**src/rtl/header_length_trailer_deframer_defines.svh**
```systemverilog
// ----------------------------------------------------------------------------
// Deframer assertion macros
// Shared concurrent assertion forms for the deframer RTL.
// ----------------------------------------------------------------------------
`ifndef HEADER_LENGTH_TRAILER_DEFRAMER_DEFINES_SVH
`define HEADER_LENGTH_TRAILER_DEFRAMER_DEFINES_SVH

// condition must hold at every edge outside reset
`define HLTD_ASSERT_ALWAYS(lbl, clk, rst, cond) \
   lbl: assert property (@(posedge clk) disable iff (rst) (cond)) \
      else $error("deframer assertion failed");

// consequent must hold in the same cycle as the antecedent
`define HLTD_ASSERT_IMPLY(lbl, clk, rst, ante, cons) \
   lbl: assert property (@(posedge clk) disable iff (rst) (ante) |-> (cons)) \
      else $error("deframer assertion failed");

`endif

```
**src/rtl/hltd_pkg.sv**
```systemverilog
// ----------------------------------------------------------------------------
// Deframer package
// Types, phase and event codes and register indices for the deframer.
// ----------------------------------------------------------------------------
package hltd_pkg;

   localparam int PH_W    = 3;
   localparam int EVENT_W = 3;
   localparam int CNT_W   = 3;
   localparam int SIZE_W  = 32;
   localparam int MAX_W   = 25;
   localparam int PAT_W   = 64;
   localparam int PERM_W  = 8;
   localparam int IDX_W   = 2;

   localparam logic [PH_W-1:0] PH_HUNT    = 3'd0;
   localparam logic [PH_W-1:0] PH_SIZE    = 3'd1;
   localparam logic [PH_W-1:0] PH_CHECK   = 3'd2;
   localparam logic [PH_W-1:0] PH_PAYLOAD = 3'd3;
   localparam logic [PH_W-1:0] PH_TRAILER = 3'd4;

   localparam logic [EVENT_W-1:0] EV_DATA      = 3'd0;
   localparam logic [EVENT_W-1:0] EV_OK        = 3'd1;
   localparam logic [EVENT_W-1:0] EV_TOO_BIG   = 3'd2;
   localparam logic [EVENT_W-1:0] EV_CHECK_BAD = 3'd3;
   localparam logic [EVENT_W-1:0] EV_TRL_BAD   = 3'd4;

   localparam logic [IDX_W-1:0] CSR_HEADER  = 2'd0;
   localparam logic [IDX_W-1:0] CSR_TRAILER = 2'd1;
   localparam logic [IDX_W-1:0] CSR_PERM    = 2'd2;
   localparam logic [IDX_W-1:0] CSR_MAX     = 2'd3;

   localparam logic [PERM_W-1:0] PERM_RESET = 8'd228;
   localparam logic [MAX_W-1:0]  MAX_RESET  = 25'd65536;

   localparam logic [CNT_W-1:0] LAST_SIZE_CNT = 3'd3;

   typedef struct packed {
      logic [PAT_W-1:0]  header_pattern;
      logic [PAT_W-1:0]  trailer_pattern;
      logic [PERM_W-1:0] size_permutation;
      logic [MAX_W-1:0]  max_frame_bytes;
   } cfg_type;

   typedef struct packed {
      logic [EVENT_W-1:0] event_kind;
      logic [7:0]         payload_byte;
      logic               payload_last;
   } rsp_type;

endpackage

```
**src/rtl/hltd_csr.sv**
```systemverilog
// ----------------------------------------------------------------------------
// Deframer configuration registers
// Header/trailer patterns, size permutation and frame size limit.
// ----------------------------------------------------------------------------
module hltd_csr (
   input  logic                        clock,
   input  logic                        reset,
   input  logic                        csr_wr_en,
   input  logic [hltd_pkg::IDX_W-1:0]  csr_index,
   input  logic [hltd_pkg::PAT_W-1:0]  csr_wr_data,
   output hltd_pkg::cfg_type           cfg_o
);

   hltd_pkg::cfg_type cfg_ff;
   hltd_pkg::cfg_type cfg_in;

   always_comb begin
      cfg_in = cfg_ff;
      if (csr_wr_en) begin
         case (csr_index)
            hltd_pkg::CSR_HEADER:  cfg_in.header_pattern   = csr_wr_data;
            hltd_pkg::CSR_TRAILER: cfg_in.trailer_pattern  = csr_wr_data;
            hltd_pkg::CSR_PERM:
               cfg_in.size_permutation = csr_wr_data[hltd_pkg::PERM_W-1:0];
            hltd_pkg::CSR_MAX:
               cfg_in.max_frame_bytes  = csr_wr_data[hltd_pkg::MAX_W-1:0];
            default: cfg_in = cfg_ff;
         endcase
      end
   end

   always_ff @(posedge clock) begin
      if (reset) begin
         cfg_ff.header_pattern   <= '0;
         cfg_ff.trailer_pattern  <= '0;
         cfg_ff.size_permutation <= hltd_pkg::PERM_RESET;
         cfg_ff.max_frame_bytes  <= hltd_pkg::MAX_RESET;
      end else begin
         cfg_ff <= cfg_in;
      end
   end

   assign cfg_o = cfg_ff;

endmodule

```
**src/rtl/hltd_fsm.sv**
```systemverilog
// ----------------------------------------------------------------------------
// Deframer frame state machine
// Consumes one byte per transfer and decides the result it raises, if any.
// ----------------------------------------------------------------------------
`include "header_length_trailer_deframer_defines.svh"

module hltd_fsm #(
   parameter int HDR_LEN = 4,
   parameter int TRL_LEN = 4
) (
   input  logic               clock,
   input  logic               reset,
   input  hltd_pkg::cfg_type  cfg_i,
   input  logic               byte_xfer_i,
   input  logic [7:0]         rx_byte_i,
   output logic               push_o,
   output hltd_pkg::rsp_type  rsp_o
);

   logic [hltd_pkg::PH_W-1:0]   phase_ff, phase_in;
   logic [hltd_pkg::CNT_W-1:0]  cnt_ff, cnt_in;
   logic [hltd_pkg::SIZE_W-1:0] left_ff, left_in;
   logic                        tgood_ff, tgood_in;
   logic [7:0]                  size_ff [4];
   logic [7:0]                  check_ff [4];
   logic [7:0]                  chk [4];
   logic [hltd_pkg::SIZE_W-1:0] size_word;
   logic [hltd_pkg::SIZE_W-1:0] stored_size;
   logic                        mismatch;
   logic                        last;
   logic                        tbyte_ok;
   logic [7:0]                  hdr_byte;
   logic [7:0]                  trl_byte;
   logic                        size_wr;
   logic                        check_wr;

   assign hdr_byte = cfg_i.header_pattern[{cnt_ff, 3'b000} +: 8];
   assign trl_byte = cfg_i.trailer_pattern[{cnt_ff, 3'b000} +: 8];
   assign size_word = {rx_byte_i, size_ff[2], size_ff[1], size_ff[0]};
   assign stored_size = {size_ff[3], size_ff[2], size_ff[1], size_ff[0]};
   assign last = (left_ff <= hltd_pkg::SIZE_W'(1));
   assign tbyte_ok = (rx_byte_i == trl_byte);

   always_comb begin
      chk[0] = check_ff[0];
      chk[1] = check_ff[1];
      chk[2] = check_ff[2];
      chk[3] = rx_byte_i;
      mismatch = 1'b0;
      for (int i = 0; i < 4; i++) begin
         if (chk[cfg_i.size_permutation[2*i +: 2]] != size_ff[i]) begin
            mismatch = 1'b1;
         end
      end
   end

   always_comb begin
      phase_in = phase_ff;
      cnt_in   = cnt_ff;
      left_in  = left_ff;
      tgood_in = tgood_ff;
      push_o   = 1'b0;
      size_wr  = 1'b0;
      check_wr = 1'b0;
      rsp_o    = '{event_kind: hltd_pkg::EV_DATA, payload_byte: 8'd0, payload_last: 1'b0};
      if (byte_xfer_i) begin
         case (phase_ff)
            hltd_pkg::PH_SIZE: begin
               size_wr = 1'b1;
               if (cnt_ff == hltd_pkg::LAST_SIZE_CNT) begin
                  cnt_in = '0;
                  if (size_word >= {{(hltd_pkg::SIZE_W-hltd_pkg::MAX_W){1'b0}},
                                    cfg_i.max_frame_bytes}) begin
                     phase_in = hltd_pkg::PH_HUNT;
                     push_o   = 1'b1;
                     rsp_o.event_kind = hltd_pkg::EV_TOO_BIG;
                  end else begin
                     phase_in = hltd_pkg::PH_CHECK;
                  end
               end else begin
                  cnt_in = cnt_ff + 1'b1;
               end
            end
            hltd_pkg::PH_CHECK: begin
               check_wr = 1'b1;
               if (cnt_ff == hltd_pkg::LAST_SIZE_CNT) begin
                  cnt_in = '0;
                  if (mismatch) begin
                     phase_in = hltd_pkg::PH_HUNT;
                     push_o   = 1'b1;
                     rsp_o.event_kind = hltd_pkg::EV_CHECK_BAD;
                  end else begin
                     left_in  = stored_size;
                     tgood_in = 1'b1;
                     phase_in = (stored_size == '0) ? hltd_pkg::PH_TRAILER
                                                    : hltd_pkg::PH_PAYLOAD;
                  end
               end else begin
                  cnt_in = cnt_ff + 1'b1;
               end
            end
            hltd_pkg::PH_PAYLOAD: begin
               push_o = 1'b1;
               rsp_o.payload_byte = rx_byte_i;
               rsp_o.payload_last = last;
               if (last) begin
                  left_in  = '0;
                  phase_in = hltd_pkg::PH_TRAILER;
                  cnt_in   = '0;
                  tgood_in = 1'b1;
               end else begin
                  left_in = left_ff - 1'b1;
               end
            end
            hltd_pkg::PH_TRAILER: begin
               if (cnt_ff == hltd_pkg::CNT_W'(TRL_LEN - 1)) begin
                  push_o   = 1'b1;
                  rsp_o.event_kind = (tgood_ff && tbyte_ok) ? hltd_pkg::EV_OK
                                                            : hltd_pkg::EV_TRL_BAD;
                  cnt_in   = '0;
                  tgood_in = 1'b1;
                  phase_in = hltd_pkg::PH_HUNT;
               end else begin
                  cnt_in   = cnt_ff + 1'b1;
                  tgood_in = tgood_ff && tbyte_ok;
               end
            end
            default: begin
               phase_in = hltd_pkg::PH_HUNT;
               if (rx_byte_i == hdr_byte) begin
                  if (cnt_ff == hltd_pkg::CNT_W'(HDR_LEN - 1)) begin
                     cnt_in   = '0;
                     phase_in = hltd_pkg::PH_SIZE;
                  end else begin
                     cnt_in = cnt_ff + 1'b1;
                  end
               end else begin
                  cnt_in = '0;
               end
            end
         endcase
      end
   end

   always_ff @(posedge clock) begin
      if (reset) begin
         phase_ff <= hltd_pkg::PH_HUNT;
         cnt_ff   <= '0;
         left_ff  <= '0;
         tgood_ff <= 1'b1;
      end else begin
         phase_ff <= phase_in;
         cnt_ff   <= cnt_in;
         left_ff  <= left_in;
         tgood_ff <= tgood_in;
      end
   end

   // size and check stores are always written before they are read
   always_ff @(posedge clock) begin
      if (size_wr) begin
         size_ff[cnt_ff[1:0]] <= rx_byte_i;
      end
      if (check_wr) begin
         check_ff[cnt_ff[1:0]] <= rx_byte_i;
      end
   end

   `HLTD_ASSERT_IMPLY(a_gather_cnt, clock, reset, (phase_ff == hltd_pkg::PH_SIZE || phase_ff == hltd_pkg::PH_CHECK), (cnt_ff <= hltd_pkg::LAST_SIZE_CNT))
   `HLTD_ASSERT_IMPLY(a_event_clean, clock, reset, (push_o && rsp_o.event_kind != hltd_pkg::EV_DATA), (rsp_o.payload_byte == 8'd0 && !rsp_o.payload_last))
   `HLTD_ASSERT_IMPLY(a_payload_left, clock, reset, (phase_ff == hltd_pkg::PH_PAYLOAD), (left_ff != '0))

endmodule

```
**src/rtl/hltd_out.sv**
```systemverilog
// ----------------------------------------------------------------------------
// Deframer result register
// Output register plus skid stage so a byte can transfer while a result waits.
// ----------------------------------------------------------------------------
`include "header_length_trailer_deframer_defines.svh"

module hltd_out (
   input  logic               clock,
   input  logic               reset,
   input  logic               push_i,
   input  hltd_pkg::rsp_type  rsp_i,
   output logic               space_o,
   output logic               rsp_valid,
   input  logic               rsp_ready,
   output hltd_pkg::rsp_type  rsp_o
);

   logic              main_vld_ff, main_vld_in;
   logic              skid_vld_ff, skid_vld_in;
   hltd_pkg::rsp_type main_ff, main_in;
   hltd_pkg::rsp_type skid_ff, skid_in;
   logic              pop;

   assign pop = main_vld_ff && rsp_ready;

   always_comb begin
      main_vld_in = main_vld_ff;
      skid_vld_in = skid_vld_ff;
      main_in     = main_ff;
      skid_in     = skid_ff;
      if (skid_vld_ff) begin
         if (pop) begin
            main_in     = skid_ff;
            skid_vld_in = 1'b0;
         end
      end else if (push_i) begin
         if (!main_vld_ff || pop) begin
            main_in     = rsp_i;
            main_vld_in = 1'b1;
         end else begin
            skid_in     = rsp_i;
            skid_vld_in = 1'b1;
         end
      end else if (pop) begin
         main_vld_in = 1'b0;
      end
   end

   always_ff @(posedge clock) begin
      if (reset) begin
         main_vld_ff <= 1'b0;
         skid_vld_ff <= 1'b0;
      end else begin
         main_vld_ff <= main_vld_in;
         skid_vld_ff <= skid_vld_in;
      end
   end

   always_ff @(posedge clock) begin
      main_ff <= main_in;
      skid_ff <= skid_in;
   end

   assign space_o   = !skid_vld_ff;
   assign rsp_valid = main_vld_ff;
   assign rsp_o     = main_ff;

   `HLTD_ASSERT_IMPLY(a_skid_behind_main, clock, reset, skid_vld_ff, main_vld_ff)
   `HLTD_ASSERT_IMPLY(a_no_push_when_full, clock, reset, skid_vld_ff, !push_i)

endmodule

```
**src/rtl/header_length_trailer_deframer.sv**
```systemverilog
// A byte transfer's result is registered in the output register, or in the skid stage
// if that register holds one not yet taken, and is shown on rsp_*. One byte per cycle
// while req_ready is high; a two-deep result register keeps req_ready high while one
// result waits. Reset (synchronous, active high) returns to header hunting, clears
// counts, sets tgood_ff, loads config reset values and empties the result register.
// ----------------------------------------------------------------------------
// Header/length/trailer deframer
// Hunts for a header, reads and cross-checks a 4-byte size, forwards the
// payload and verifies the trailer.
// ----------------------------------------------------------------------------
module header_length_trailer_deframer #(
   parameter int HDR_LEN = 4,
   parameter int TRL_LEN = 4
) (
   input  logic                          clock,
   input  logic                          reset,
   input  logic                          req_valid,
   output logic                          req_ready,
   input  logic [7:0]                    req_rx_byte,
   output logic                          rsp_valid,
   input  logic                          rsp_ready,
   output logic [hltd_pkg::EVENT_W-1:0]  rsp_event_kind,
   output logic [7:0]                    rsp_payload_byte,
   output logic                          rsp_payload_last,
   input  logic                          csr_wr_en,
   input  logic [hltd_pkg::IDX_W-1:0]    csr_index,
   input  logic [hltd_pkg::PAT_W-1:0]    csr_wr_data
);

   hltd_pkg::cfg_type cfg;
   hltd_pkg::rsp_type fsm_rsp;
   hltd_pkg::rsp_type out_rsp;
   logic              push;
   logic              space;
   logic              byte_xfer;

   assign req_ready = space;
   assign byte_xfer = req_valid && space;

   hltd_csr u_csr (
      .clock       (clock),
      .reset       (reset),
      .csr_wr_en   (csr_wr_en),
      .csr_index   (csr_index),
      .csr_wr_data (csr_wr_data),
      .cfg_o       (cfg)
   );

   hltd_fsm #(
      .HDR_LEN (HDR_LEN),
      .TRL_LEN (TRL_LEN)
   ) u_fsm (
      .clock       (clock),
      .reset       (reset),
      .cfg_i       (cfg),
      .byte_xfer_i (byte_xfer),
      .rx_byte_i   (req_rx_byte),
      .push_o      (push),
      .rsp_o       (fsm_rsp)
   );

   hltd_out u_out (
      .clock     (clock),
      .reset     (reset),
      .push_i    (push),
      .rsp_i     (fsm_rsp),
      .space_o   (space),
      .rsp_valid (rsp_valid),
      .rsp_ready (rsp_ready),
      .rsp_o     (out_rsp)
   );

   assign rsp_event_kind   = out_rsp.event_kind;
   assign rsp_payload_byte = out_rsp.payload_byte;
   assign rsp_payload_last = out_rsp.payload_last;

endmodule
```
**config.mk**
```make
export PLATFORM = sky130hd
export DESIGN_NAME = header_length_trailer_deframer
export DESIGN_NICKNAME = d
export VERILOG_FILES = /design/src/rtl/hltd_pkg.sv /design/src/rtl/hltd_csr.sv /design/src/rtl/hltd_fsm.sv /design/src/rtl/hltd_out.sv /design/src/rtl/header_length_trailer_deframer.sv
export VERILOG_INCLUDE_DIRS = /design/src /design/src/rtl
export SDC_FILE = /design/constraint.sdc
export NUM_CORES = 1
export LEC_CHECK = 0
export BUFFER_PORTS_ARGS = -buffer_cell sky130_fd_sc_hd__buf_2
export CAP_MARGIN = 25
export CORE_UTILIZATION = 50
export DETAILED_ROUTE_END_ITERATION = 7
export PLACE_DENSITY_LB_ADDON = 0.2
export SETUP_SLACK_MARGIN = 0.4
export SYNTH_ARGS = -nofsm -noshare
export SYNTH_HDL_FRONTEND = slang
export SYNTH_SLANG_ARGS = --single-unit
```
**constraint.sdc**
```tcl
create_clock -name clock -period 4.4 [get_ports clock]
set_input_delay 0 -clock clock [delete_from_list [all_inputs] [get_ports clock]]
set_output_delay 0 -clock clock [all_outputs]
set_load 0.03 [all_outputs]
```
# After elaboration in Yosys (flattened, before gate mapping)

Memories as Yosys holds them, arrays and structs flattened.
Cells that the tools add are included.

Register bits: 226
Memory bits (writable): 64
Input port bits: 79
Output and inout bits: 14
Word-level logic and storage cells: 154
Memories: 2

$add $sub $neg: 2
Magnitude comparators: 6
Equality and inequality tests: 21
Shifts and indexed selects: 2
Mux-type cells: 74
Bitwise gates (word level): 6
Reduce and logical (&&, ||, !) cells: 25

Memory list:

| memory         | words | bits a word | read ports | clocked after memory_dff | write ports | line           | source |
|---|---|---|---|---|---|---|---|
| u_fsm.check_ff | 4     | 8           | 3          | 0                        | 1           | hltd_fsm.sv:25 | `logic [7:0] check_ff [4];` |
| u_fsm.size_ff  | 4     | 8           | 4          | 0                        | 1           | hltd_fsm.sv:24 | `logic [7:0] size_ff [4];` |

Operators by type and width:

| kind                                                            | count |
|---|---|
| variable part select 64 x 7 -> 8 bit                            | 2 |
| 2-to-1 mux 32 bit                                               | 3 |
| binary-select mux 8 bit (select 2 bit)                          | 4 |
| 2-to-1 mux 8 bit                                                | 8 |
| one-hot mux 32 bit (2 select lines)                             | 1 |
| 2-to-1 mux 12 bit                                               | 5 |
| 2-to-1 mux 3 bit                                                | 14 |
| >= comparator 32 x 25 -> 1 bit                                  | 1 |
| less-or-equal comparator 32 x 1 -> 1 bit, second input constant | 1 |
| zero test 32 bit                                                | 1 |
| != test 8 bit                                                   | 4 |
| subtractor 32 x 1 -> 32 bit, second input constant              | 1 |
| 2-to-1 mux 1 bit                                                | 30 |
| == test 8 bit                                                   | 2 |
| >= comparator 3 bit, second input constant                      | 4 |
| NOT 2 -> 3 bit                                                  | 4 |
| one-hot mux 3 bit (4 select lines)                              | 1 |
| != test 2 x 1 -> 1 bit, second input constant                   | 5 |
| AND reduction 2 bit                                             | 5 |
| AND reduction 5 bit                                             | 2 |
| == test 3 x 2 -> 1 bit, second input constant                   | 3 |
| 2-to-1 mux 9 bit                                                | 1 |
| one-hot mux 3 bit (3 select lines)                              | 1 |
| AND reduction 3 bit                                             | 3 |
| other kinds (19)                                                | 30 |

# Logic depth before layout (Yosys ltp)

Gate-level depths: netlist of run 1.

Depth after elaboration: 16
Mapped depth: 10
Mapped depth without buffers: 9

# Hierarchy

From an unflattened synthesis of run 1, not the netlist that was laid out.

Cells, all modules: 1,342
Area total of the unflattened synthesis: 14,966.9 um^2

By module, submodules not included:

| module                         | times used | cells an instance | area an instance (um^2) | sequential area each (um^2) |
|---|---|---|---|---|
| hltd_fsm                       | 1          | 689               | 7,398.3                 | 2,462.4 |
| hltd_csr                       | 1          | 601               | 6,530.0                 | 3,223.1 |
| hltd_out                       | 1          | 51                | 1,032.2                 | 760.7 |
| header_length_trailer_deframer | 1          | 1                 | 6.3                     | 0.0 |

# Worst setup path before layout of run 1

No wires, ideal clock.

Kind: flip-flop to flip-flop
Start point: memory u_fsm.size_ff[1][6]
End point: register u_out.main_ff, in the netlist u_out.rsp_o[0], enable pin
Arrival: 2,889 ps
Required time: 4,000 ps
Setup slack: 1,110 ps
Stages on the path, launching flop included: 9
Clock period less this slack: 3,290 ps
Cells stage by stage: edfxtp_1 > ha_1 > nand4_1 > or4_1 > a31oi_1 > o31ai_1 > nand3_1 > a311oi_1 > o31ai_1

RTL lines:

| element              | line           | source |
|---|---|---|
| from (decl)          | hltd_fsm.sv:24 |  |
| to (signal assigned) | hltd_out.sv:60 | `main_ff <= main_in;` |
| to (decl)            | hltd_out.sv:20 | `hltd_pkg::rsp_type main_ff, main_in;` |

# Final worst setup path of run 1

Start point: register u_csr.cfg_ff, in the netlist u_csr.cfg_o[25]
End point: register u_out.skid_vld_ff

Longest elaborated chain between the ends: 15

RTL lines:

| element                                             | line           | source |
|---|---|---|
| from (decl)                                         | hltd_csr.sv:14 | `hltd_pkg::cfg_type cfg_ff;` |
| from (signal assigned)                              | hltd_csr.sv:39 | `cfg_ff <= cfg_in;` |
| NOT 2 -> 3 bit (implied by the code)                | hltd_fsm.sv:51 | `if (chk[cfg_i.size_permutation[2*i +: 2]] != size_ff[i]) begin` |
| binary-select mux 8 bit (select 2 bit)              | hltd_fsm.sv:51 |  |
| 2-to-1 mux 8 bit (implied by the code) (2 in a row) | hltd_fsm.sv:51 |  |
| != test 8 bit                                       | hltd_fsm.sv:51 |  |
| 2-to-1 mux 1 bit (4 in a row)                       | hltd_fsm.sv:51 |  |
| 2-to-1 mux 1 bit                                    | hltd_fsm.sv:88 | `if (mismatch) begin` |
| 2-to-1 mux 1 bit                                    | hltd_fsm.sv:86 | `if (cnt_ff == hltd_pkg::LAST_SIZE_CNT) begin` |
| one-hot mux 1 bit (4 select lines)                  | hltd_fsm.sv:67 | `case (phase_ff)` |
| 2-to-1 mux 1 bit                                    | hltd_fsm.sv:66 | `if (byte_xfer_i) begin` |
| 2-to-1 mux 1 bit                                    | hltd_out.sv:36 | `end else if (push_i) begin` |
| 2-to-1 mux 1 bit                                    | hltd_out.sv:31 | `if (skid_vld_ff) begin` |
| to (signal assigned)                                | hltd_out.sv:55 | `skid_vld_ff <= skid_vld_in;` |
| to (decl)                                           | hltd_out.sv:19 | `logic skid_vld_ff, skid_vld_in;` |

Every way passes these cells. The select of a mux whose other input is x is not followed.
A chain may end at the register's enable or synchronous reset.

==> flow_metrics.tcl, run 1 <==
set metrics [dict create \
    outcome "finished clean" \
    synth_edf_count 80 \
    cp_data_arrival_time_ps 4060 \
    cts.path.max_buffers 3 \
    initial_utilization 0.514 \
    core_area_um2 27200 \
    timing.fmax_ghz 0.276 \
    die_area_um2 28600 \
    fin_crit_ps 3620 \
    powerDensity_nw_per_um2 370 \
    htreeDepth 1 \
    finalHoldViolations 0 \
    drc 0 \
    required_ps 4840 \
    async_flop_share 0 \
    yosys_warnings 0 \
    synth_fp_nets 1590 \
    cts.sinks 282 \
    reg2reg_from "u_csr.cfg_o[25]" \
    num_vias 12000 \
    chipWidth_um 169 \
    finalSetupTns_ps 0 \
    worstSetupStartpoint "u_csr.cfg_o[25]" \
    grt_first_pass_wirelength_mm 66.6 \
    dr.pass1.iters 5 \
    grt_usage 0.303 \
    synth_top_area_frac 0.289 \
    gr-total-overflow 0 \
    dp_hpwl_mm 28.9 \
    routabilityCongestion 0.996 \
    syn_to_final_growth_pct 18.0 \
    fin_nets 1708 \
    ys_ff_latch 282 \
    synthFlopType "dfxtp_1" \
    tightestPinTransition_ps 1020 \
    clk_pin_slew_ps 60 \
    totalWireLength_mm 42.8 \
    ios 93 \
    start_kind "register" \
    synth_top_cell_by_area "dfxtp_1" \
    placementRows 60 \
    grt_pass1_vias 11700 \
    fin_skew_ps 10.1 \
    numCtsBuffers 31 \
    p_leak_nw 5.91 \
    hold_ws_ps 238 \
    drive_above_1_share 0.157 \
    setup_viol 0 \
    critPathKind "register to register" \
    synth_common_cells "349 x nand2_1, 202 x dfxtp_1, 200 x a21oi_1" \
    clk_latency_ps 560 \
    yosysSeqAreaShare 0.461 \
    power.total_w 0.00611 \
    cp_max_fo 9 \
    yosysMostFrequentCell "nand2_1" \
    rsz0062_at_grt "no" \
    utilization 0.607 \
    ir_drop_v 0.000277 \
    postSynthCellCount 1480 \
    wl_per_cell_um 21.5 \
    syn_avg_cell_area_um2 9.45 \
    ant_nets 0 \
    port_buffers 92 \
    cts_tree "built" \
    antenna_found_initial 0 \
    hp-start "csr_wr_data[55]" \
    post_cts_buffers 0 \
    vias_per_cell 6.01 \
    maxSlewHeadroom 0.318 \
    syn_area_um2 14000 \
    end_kind "register" \
    grt_max_degree 97 \
    drt_iter0_drc 1209 \
    r2r_setup_slack_ps 780 \
    synthTopCellsByArea "dfxtp_1 29%, edfxtp_1 17%, mux4_2 10%" \
    hold_class "input pin to register" \
    yosysUniqueCellTypes 67 \
    dieHeight_um 169 \
    cts_root_buffer "clkbuf_16" \
    fin_crit_sh 0.824 \
    cap_violations 0 \
    drv_slew 0 \
]
## path summary, 6_finish.rpt
kind,depth (start not counted),end
min reg2reg,2,u_csr.cfg_o[50]
max reg2reg,8,u_out.skid_vld_ff
min,4,u_csr.cfg_o[88]
max,8,u_out.skid_vld_ff
## kinds of logic after synthesis
kind of cell	share of synthesized area
flip-flops	0.461
XOR/XNOR	0.0376
adder cells (fa/ha/maj)	0.0277
multiplexers	0.116
AND/OR/NAND/NOR	0.180
buffers and inverters	0.0431
AO/OA/AOI/OAI	0.135
## layout make-up
class                      count  area (um^2)
multi-input combinational   1047         6950
inverter                      44          165
fill                        2326        10700
clock inverter                18          173
clock buffer                  39          866
antenna                        1         2.50
tap                          372          465
sequential                   282         6450
timing repair buffer         192         1420
## power breakdown
group,internal (W),switching (W)
clock network,0.00152,0.00111
logic,0.000273,0.000403
registers,0.00273,0.0000638
total,0.00453,0.00158
## cell usage in the layout (no fill, tap or decap), drive strengths merged, types with 28 or more instances in the layout
cell	count
mux4	64
dlygate4sd3	80
edfxtp	80
inv	49
xnor2	49
nor3	32
clkbuf	39
dfxtp	202
buf	112
nand2	349
a21oi	200
nor2	52
ha	31
nor4	28
## metrics by stage
stage	setup WS (ps)	cell area, um^2	instances
2_1_floorplan	1110	14000	1480
3_3_place_gp	823	14600	1855
3_5_place_dp	803	14600	1855
4_1_cts	636	16500	1992
5_1_grt	586	16500	1994
6_report	776	16500	1995
## layer usage
metal,vias up,GRT usage,share of wire
li1,5551,-,-
met1,5767,0.410,0.42
met3,103,0.0508,0.079
met2,568,0.495,0.47
met5,-,0,0
met4,0,0.101,0.033
## repair_timing
| action | 4_1_cts | 5_1_grt |
|---|---|---|
| gates resized for setup | 0 | 1 |
| hold buffers | 80 | 0 |
| setup endpoints to repair | 0 | 1 |
| hold endpoints to repair | 221 | 0 |
## critical path, cell delays in order, from the launching register on
cell,delay [ps]
dfxtp_1,690
mux4_2,600
xnor2_1,160
nand4_1,180
nor4_2,510
a311oi_1,200
a311oi_2,450
o21ai_1,130
dlygate4sd3_1,570
## registers in the layout, summed over array words and instances, names as in the netlist
signal,count
u_fsm.cnt_ff,3
u_out.rsp_o,12
u_out.rsp_valid,1
u_fsm.left_ff,32
u_out.skid_vld_ff,1
u_fsm.check_ff,24
u_csr.cfg_o,161
u_fsm.tgood_ff,1
u_fsm.size_ff,32
u_fsm.phase_ff,3
u_out.skid_ff,12
Power figures use the tool's default switching activity.
==> run 2: changes to the inputs <==
- clock period: 4.4 -> 2.9 ns (I/O delays scaled with it)
==> run 2 against run 1 <==
Cell area rose by 11%. Combinational power is 85% higher. Clock-buffer cell count grew 6. Sequential power up 50%. Largest power group is now the clock network. Core utilization is 6.5 points higher. Worst setup slack lost 740 ps. Fmax is 27% higher.
==> flow_metrics.tcl, run 2 (synthesized netlist as in run 1, its figures left out) <==
set metrics [dict create \
    routabilityCongestion 0.924 \
    slowest_stage "or4_4" \
    antenna_cells 0 \
    port_buffers 92 \
    crit_buf_inv 4 \
    cap_violations 0 \
    grt_first_pass_wirelength_mm 69.6 \
    largest_reg_flops 161 \
    totalWireLength_mm 45.7 \
    wl_per_cell_um 21.9 \
    setup_viol 0 \
    tightestPinTransition_ps 1010 \
    hold_ws_ps 48.2 \
    end_kind "register" \
    cp_top_family "simple AND/OR/NAND/NOR gates" \
    final_cell_mix "349 x nand2_1, 194 x dfxtp_1, 185 x a21oi_1" \
    vias_per_cell 6.02 \
    num_vias 12600 \
    drt_iter0_drc 1484 \
    dr.pass1.iters 6 \
    fin_skew_ps 16.9 \
    initial_utilization 0.514 \
    fin_nets 1803 \
    drc 0 \
    grt_pass1_vias 12000 \
    layout_commonest_cell "nand2_1" \
    chipWidth_um 169 \
    cp_common_cell "buf_12" \
    cp_data_arrival_time_ps 3260 \
    cts.path.max_buffers 3 \
    cts_root_buffer "clkbuf_16" \
    critPathKind "register to register" \
    grt_usage 0.317 \
    placementRows 60 \
    hold_class "input pin to register" \
    core_area_um2 27200 \
    maxSlewHeadroom 0.323 \
    antenna_found_initial 0 \
    cts_tree "built" \
    finalHoldViolations 0 \
    ir_drop_v 0.000485 \
    fin_crit_ps 2860 \
    htreeDepth 2 \
    utilization 0.672 \
    dp_hpwl_mm 29.8 \
    drv_slew 0 \
    powerDensity_nw_per_um2 554 \
    clk_pin_slew_ps 60 \
    start_kind "register" \
    ios 93 \
    dieHeight_um 169 \
    r2r_setup_slack_ps 40 \
    required_ps 3300 \
    cpPeakStageDelay_ps 610 \
    cts.sinks 282 \
    cp_max_fo 8 \
    gr-total-overflow 0 \
    grt_max_degree 115 \
    numCtsBuffers 34 \
    ant_nets 0 \
    fin_crit_sh 0.986 \
    timing.fmax_ghz 0.350 \
    rsz0062_at_grt "yes" \
    worstPathCellList "buf_12, buf_6, mux4_2, xnor2_2, nand4_1, or4_4, o21ai_4, buf_12, buf_12, mux2i_1, nand2_1" \
    syn_to_final_growth_pct 30.6 \
    p_leak_nw 6.70 \
    drive_above_1_share 0.250 \
    clk_latency_ps 520 \
    die_area_um2 28600 \
    outcome "finished clean" \
]
run 2: final cells by class:
cell class	count	area, um^2
flip-flops and latches	282	6460
clock buffers	45	985
well taps	372	465
fillers	2091	8910
multi-input cells	1048	7540
repair buffers	283	2390
inverters	44	165
clock inverters	16	255
run 2: final timing paths:
check / endpoint / depth (start not counted) / from
max: u_fsm.left_ff[4] / 11 / u_csr.cfg_o[31]
min: u_csr.cfg_o[26] / 4 / csr_index[0]
max reg2reg: u_fsm.left_ff[4] / 11 / u_csr.cfg_o[31]
min reg2reg: u_csr.cfg_o[1] / 2 / u_csr.cfg_o[1]
run 2: timing repair:
action | in CTS | in global routing
setup endpoints to repair | 71 | 70
pin swaps | 25 | 27
hold endpoints to repair | 193 | 0
hold buffers | 80 | 0
gates cloned | 1 | 2
gates resized for setup | 59 | 56
buffers inserted | 25 | 6
run 2: worst register-to-register path: cells and delay by family (launching register included):
family                    cells  cell delay [ps]
buffers and inverters         4              530
and+or+nand+nor               3              840
xor gates and xnor gates      1              160
muxes                         2              710
AOI/OAI and AO/OA             1              170
DFF                           1              350
run 2: where the power goes:
part	switching, W	total [W]	internal [W]
clock network	0.00172	0.00466	0.00294
logic	0.000721	0.00125	0.000529
registers	0.0000690	0.00421	0.00415
total	0.00251	0.0101	0.00761
run 2: per-stage QoR:
step                      cell area, um^2  std cells  setup TNS [ps]  total power, W  setup slack (ps)
after detailed placement            15300       1915           -2430         0.00533              -116
after floorplan                     14100       1480               0         0.00493               222
after CTS                           17900       2082               0          0.0101               106
after global placement              15300       1915           -1410         0.00532             -72.3
after global routing                18300       2090            -602          0.0104             -55.2
final                               18300       2090               0          0.0101              39.8
run 2: per-layer routing:
layer | global-route usage | up-vias | share of wire | wire length (um)
li1 | - | 5740 | - | -
met1 | 0.438 | 6136 | 0.42 | 19000
met2 | 0.520 | 610 | 0.48 | 21700
met3 | 0.0497 | 101 | 0.083 | 3790
met4 | 0.0850 | 0 | 0.026 | 1180
met5 | 0 | - | 0 | 0
